**config.mk**
```make
export PLATFORM = sky130hd
export DESIGN_NAME = bhi_mul
export DESIGN_NICKNAME = d
export VERILOG_FILES = /design/src/sv/bhi_pkg.sv /design/src/sv/bhi_mul.sv
export SDC_FILE = /design/constraint.sdc
export NUM_CORES = 2
export LEC_CHECK = 0
export ABC_AREA = 0
export BUFFER_PORTS_ARGS = -buffer_cell sky130_fd_sc_hd__buf_2
export CAP_MARGIN = 40
export CORE_ASPECT_RATIO = 0.75
export CORE_MARGIN = 5
export CORE_UTILIZATION = 45
export DETAILED_ROUTE_END_ITERATION = 16
export MAX_ROUTING_LAYER = met4
export PLACE_DENSITY = 0.63
export SYNTH_ARGS = -nofsm -noshare
export SYNTH_HDL_FRONTEND = slang
export SYNTH_SLANG_ARGS = --single-unit
```
**constraint.sdc**
```tcl
create_clock -name clk -period 21.4 [get_ports clk]
set_clock_uncertainty 0.15 [all_clocks]
set_input_delay 2.14 -clock clk [delete_from_list [all_inputs] [get_ports clk]]
set_output_delay 2.14 -clock clk [all_outputs]
set_load 0.02 [all_outputs]
```
**src/sv/bhi_pkg.sv**
```systemverilog
package bhi_pkg;

  localparam int FRAC_BITS_DEF = 16;

  localparam int COORD_W = 32;
  localparam int HGT_W   = 32;
  localparam int DIFF_W  = COORD_W + 1;
  localparam int PROD_W  = 2 * DIFF_W;
  localparam int SUM_W   = PROD_W + 1;
  // |det| and |numerator| never exceed 2^65, so one bit less than the signed sum
  localparam int MAG_W   = SUM_W - 1;

  localparam int LIMB_W  = 32;
  localparam int MUL_LAT = 5;

  localparam logic signed [HGT_W-1:0] HGT_MAX = {1'b0, {(HGT_W-1){1'b1}}};
  localparam logic signed [HGT_W-1:0] HGT_MIN = {1'b1, {(HGT_W-1){1'b0}}};

  typedef struct packed {
    logic signed [DIFF_W-1:0] dh13;
    logic signed [DIFF_W-1:0] dh23;
    logic signed [HGT_W-1:0]  h3;
  } hgt_side_t;

  typedef struct packed {
    hgt_side_t hgt;
    logic      degen;
    logic      neg1;
    logic      neg2;
  } mid_side_t;

  typedef struct packed {
    logic signed [HGT_W-1:0] h3;
    logic                    degen;
  } back_side_t;

endpackage

```
**src/sv/bhi_mul.sv**
```systemverilog
module bhi_mul import bhi_pkg::*; #(
  parameter int AW = DIFF_W,
  parameter int BW = DIFF_W
) (
  input  logic                    clk,
  input  logic                    en,
  input  logic signed [AW-1:0]    a,
  input  logic signed [BW-1:0]    b,
  output logic signed [AW+BW-1:0] p
);

  localparam int PW = AW + BW;
  localparam int NA = (AW + LIMB_W - 1) / LIMB_W;
  localparam int NB = (BW + LIMB_W - 1) / LIMB_W;

  logic [AW-1:0]        a_abs;
  logic [BW-1:0]        b_abs;
  logic [NA*LIMB_W-1:0] amag;
  logic [NB*LIMB_W-1:0] bmag;
  logic                 neg1, neg2, neg3, neg4;
  logic [2*LIMB_W-1:0]  pp [NA][NB];
  logic [PW-1:0]        row_sum [NB];
  logic [PW-1:0]        row [NB];
  logic [PW-1:0]        total;
  logic [PW-1:0]        mag;

  // magnitude of the most negative value is its own bit pattern read unsigned
  assign a_abs = a[AW-1] ? -a : a;
  assign b_abs = b[BW-1] ? -b : b;

  always_comb begin
    for (int j = 0; j < NB; j++) begin
      row_sum[j] = '0;
      for (int i = 0; i < NA; i++) begin
        row_sum[j] = row_sum[j] + (PW'(pp[i][j]) << (LIMB_W * i));
      end
    end
  end

  always_comb begin
    total = '0;
    for (int j = 0; j < NB; j++) begin
      total = total + (row[j] << (LIMB_W * j));
    end
  end

  always_ff @(posedge clk) begin
    if (en) begin
      amag <= (NA*LIMB_W)'(a_abs);
      bmag <= (NB*LIMB_W)'(b_abs);
      neg1 <= a[AW-1] ^ b[BW-1];
      for (int i = 0; i < NA; i++) begin
        for (int j = 0; j < NB; j++) begin
          pp[i][j] <= amag[LIMB_W*i +: LIMB_W] * bmag[LIMB_W*j +: LIMB_W];
        end
      end
      neg2 <= neg1;
      row  <= row_sum;
      neg3 <= neg2;
      mag  <= total;
      neg4 <= neg3;
      p    <= signed'(neg4 ? -mag : mag);
    end
  end

endmodule

```
==> flow_metrics.py <==
metrics = {
    "route": {
        "drtIter0Drc": 3045,
        "drt-total-wl_mm": 141,
        "vias": 34900,
        "final_antenna_net_count": 0,
        "via_per_inst": 5.28,
        "avgRoutedWirePerCell_um": 21.4,
        "drc": 0,
        "dr.pass1.iters": 5,
    },
    "critical_path": {
        "slowest_delay_ns": 0.70,
        "crit_path_max_fanout": 20,
        "critPathSlowestCell": "o41ai_1",
        "reg2reg_from": "bmag[3]",
        "required_ns": 21.60,
        "critPathKind": "reg2reg",
        "endpoint_kind": "register",
        "regToRegSetupSlack_ns": 12.34,
        "critPathMostFrequentCell": "fa_1",
        "crit_start": "bmag[3]",
        "crit_chain": "buf_4 > and2_1 > fa_1 > inv_1 > fa_1 > fa_1 > fa_1 > inv_1 > fa_1 > fa_1 > fa_1 > fa_1 > ha_1 > nand2_1 > a2111oi_0 > nor2_1 > a2111oi_0 > o21ai_0 > o41ai_1 > o21a_1 > xor2_1",
        "arrival_ns": 9.26,
        "reg2reg_to": "pp[0][91]",
        "start_kind": "register",
        "r2r_cells": 21,
    },
    "yosys": {
        "synth_ff_type": "edfxtp_1",
        "ys.warnings.count": 0,
        "ys_ff_latch": 429,
        "ys_seq_area_share_pct": 24.6,
        "synth-edff-count": 429,
        "netlist_instances": 5022,
        "syn_area_um2": 52400,
        "ys_types": 70,
        "syn_nets": 6319,
        "postSynthAreaPerCell_um2": 10.4,
        "async_reset_ff_share_pct": 0,
    },
    "clocking": {
        "root_buffer": "clkbuf_16",
        "postCtsSetupRepairBufs": 0,
        "cts_hold_buf": 0,
        "cts.htree.levels": 2,
        "cts_tree": "built",
        "clock_sinks": 429,
        "path_clk_slew_ns": 0.06,
        "cts_made_buffers": 45,
        "clk_path_buf_depth": 3,
        "clkLatencyLatePin_ns": 0.61,
        "cts_resized": 0,
    },
    "worst_hold_path": {
        "hold_path_end": "row[95]",
        "hp-start": "pp[0][62]",
        "hp-class": "reg2reg",
        "hold_depth": 0,
    },
    "global_routing": {
        "grtUsageTotal_pct": 23.9,
        "grt_pass1_wl_mm": 219,
        "grt_max_degree": 175,
        "antenna_found_initial": 15,
        "grt_overflow_total": 0,
        "grt_pass1_vias": 36100,
    },
    "placement": {
        "gp_congestion": 0.938,
        "dpl.hpwl_mm": 106,
        "port_buffers": 133,
    },
    "sta": {
        "relSlewSlack_pct": 40.1,
        "hold_viol_final": 0,
        "slew_viol_final": 0,
        "fmax_ghz": 0.110,
        "min_period_ns": 9.06,
        "tightest_slew_ns": 0.899,
        "rsz0062_at_grt": "false",
        "layout_worst_path_cycle_share_pct": 42.3,
        "setup-tns-final_ns": 0,
        "finalSetupViolations": 0,
    },
    "final_layout": {
        "layout_common_cells": "inv_1, fa_1, and2_1, nand2_1, edfxtp_1",
        "areaGrowthSynthToFinish_pct": 7.30,
        "nets": 6327,
        "fillCellCount": 10700,
        "post_route_cells_drive_above_1_share_pct": 5.90,
        "regArea_um2": 12900,
        "final_common_cell": "inv_1",
        "multi_input_area_um2": 35200,
    },
    "floorplan": {
        "die_h_um": 306,
        "start_util_pct": 45.3,
        "floorplan.die_area_um2": 124000,
        "die_w_um": 404,
        "num_io_pins": 134,
        "core.rowCount": 108,
        "design.core.area_um2": 116000,
    },
    "outcome": {
        "status": "finished clean",
    },
    "flow_run": {
        "drv_cap": 0,
    },
}
[worst max path at each step]
stage	to	slack (ns)	cells past startpoint
global placement	pp[0][93]	12.45	24
finish	pp[0][91]	12.34	21
CTS	pp[0][91]	12.56	21
floorplan	pp[0][83]	13.86	22
global route	pp[0][83]	11.96	23
detailed placement	pp[0][91]	12.56	21
[Yosys cell counts (15+ instances only)]
cell type  instances  area share [%]
o21ai_0          106             1.0
or4_1             19            0.27
and2_1           684             8.2
xor2_1            39            0.65
ha_1             331             7.9
a21o_1            50            0.72
o21a_1            16            0.23
nor2b_1           15            0.18
nand2b_1          21            0.25
nand2_1          538             3.9
o21bai_1          15            0.21
clkbuf_1         244             1.7
o41ai_1           22            0.37
nor2_1            61            0.44
o31ai_1           42            0.60
edfxtp_1         429              25
a31oi_1           15            0.18
xnor2_1          204             3.4
nand3_1           35            0.33
inv_1            905             6.5
nand4_1           24            0.29
nor3_1            21            0.20
fa_1             898              34
a21oi_1          137             1.3
[flip-flops by register name, indices dropped and copies added, names as in the netlist, 33 cells and up]
signal,cells
p,66
amag,33
pp,129
mag,66
bmag,33
row,98
[layer usage]
metal / up-vias / track usage, % / part of all wire (%)
li1: 15700 / - / -
met1: 17600 / 36.4 / 48
met2: 1479 / 30.0 / 38
met3: 127 / 10.3 / 13
met4: 0 / 3.08 / 1.4
met5: - / - / 0
[critical path: cells and delay by family, from the launching register on]
kind                       cells  cell delay [ns]
and+or+nand+nor                3             0.45
AOI/OAI and AO/OA              5             2.74
adders and majority gates      9             4.41
xor gates and xnor gates       1             0.06
buffers and inverters          3             0.41
DFF                            1             0.58
[layout make-up]
| cell class | instances | share of cell area, % |
|---|---|---|
| clock inverter | 34 | 0.756 |
| sequential | 429 | 22.9 |
| tap | 1540 | 3.42 |
| inverter | 905 | 6.04 |
| clock buffer | 48 | 2.02 |
| timing repair buffer | 208 | 2.25 |
| antenna | 4 | 0.0178 |
| multi-input combinational | 3441 | 62.6 |
[per-stage QoR]
step	setup WS, ns	util (%)	area, um2	std cells	hold slack [ns]
after CTS	12.56	48.6	56300	6605	0.266
final	12.34	48.6	56300	6609	0.260
after detailed placement	12.56	47.3	54700	6523	0.255
after global routing	11.96	48.6	56300	6608	0.272
after global placement	12.45	47.3	54700	6521	0.251
after floorplan	13.86	-	52400	5022	0.250
[logic make-up (layout without fill, tap and decap cells)]
group / count (synthesis) / count (layout) / share of synthesized area (%)
AO/OA/AOI/OAI: 479 / 479 / 5.91
XOR/XNOR: 243 / 243 / 4.06
multiplexers: 2 / 2 / 0.0382
adder cells (fa/ha/maj): 1229 / 1229 / 42.2
flip-flops: 429 / 429 / 24.6
buffers and inverters: 1152 / 1195 / 8.27
other: 0 / 4 / 0
AND/OR/NAND/NOR: 1488 / 1488 / 15.0
Power is not shown: default switching activity piles up to over one toggle a cycle in this logic, so the estimate is an artifact.
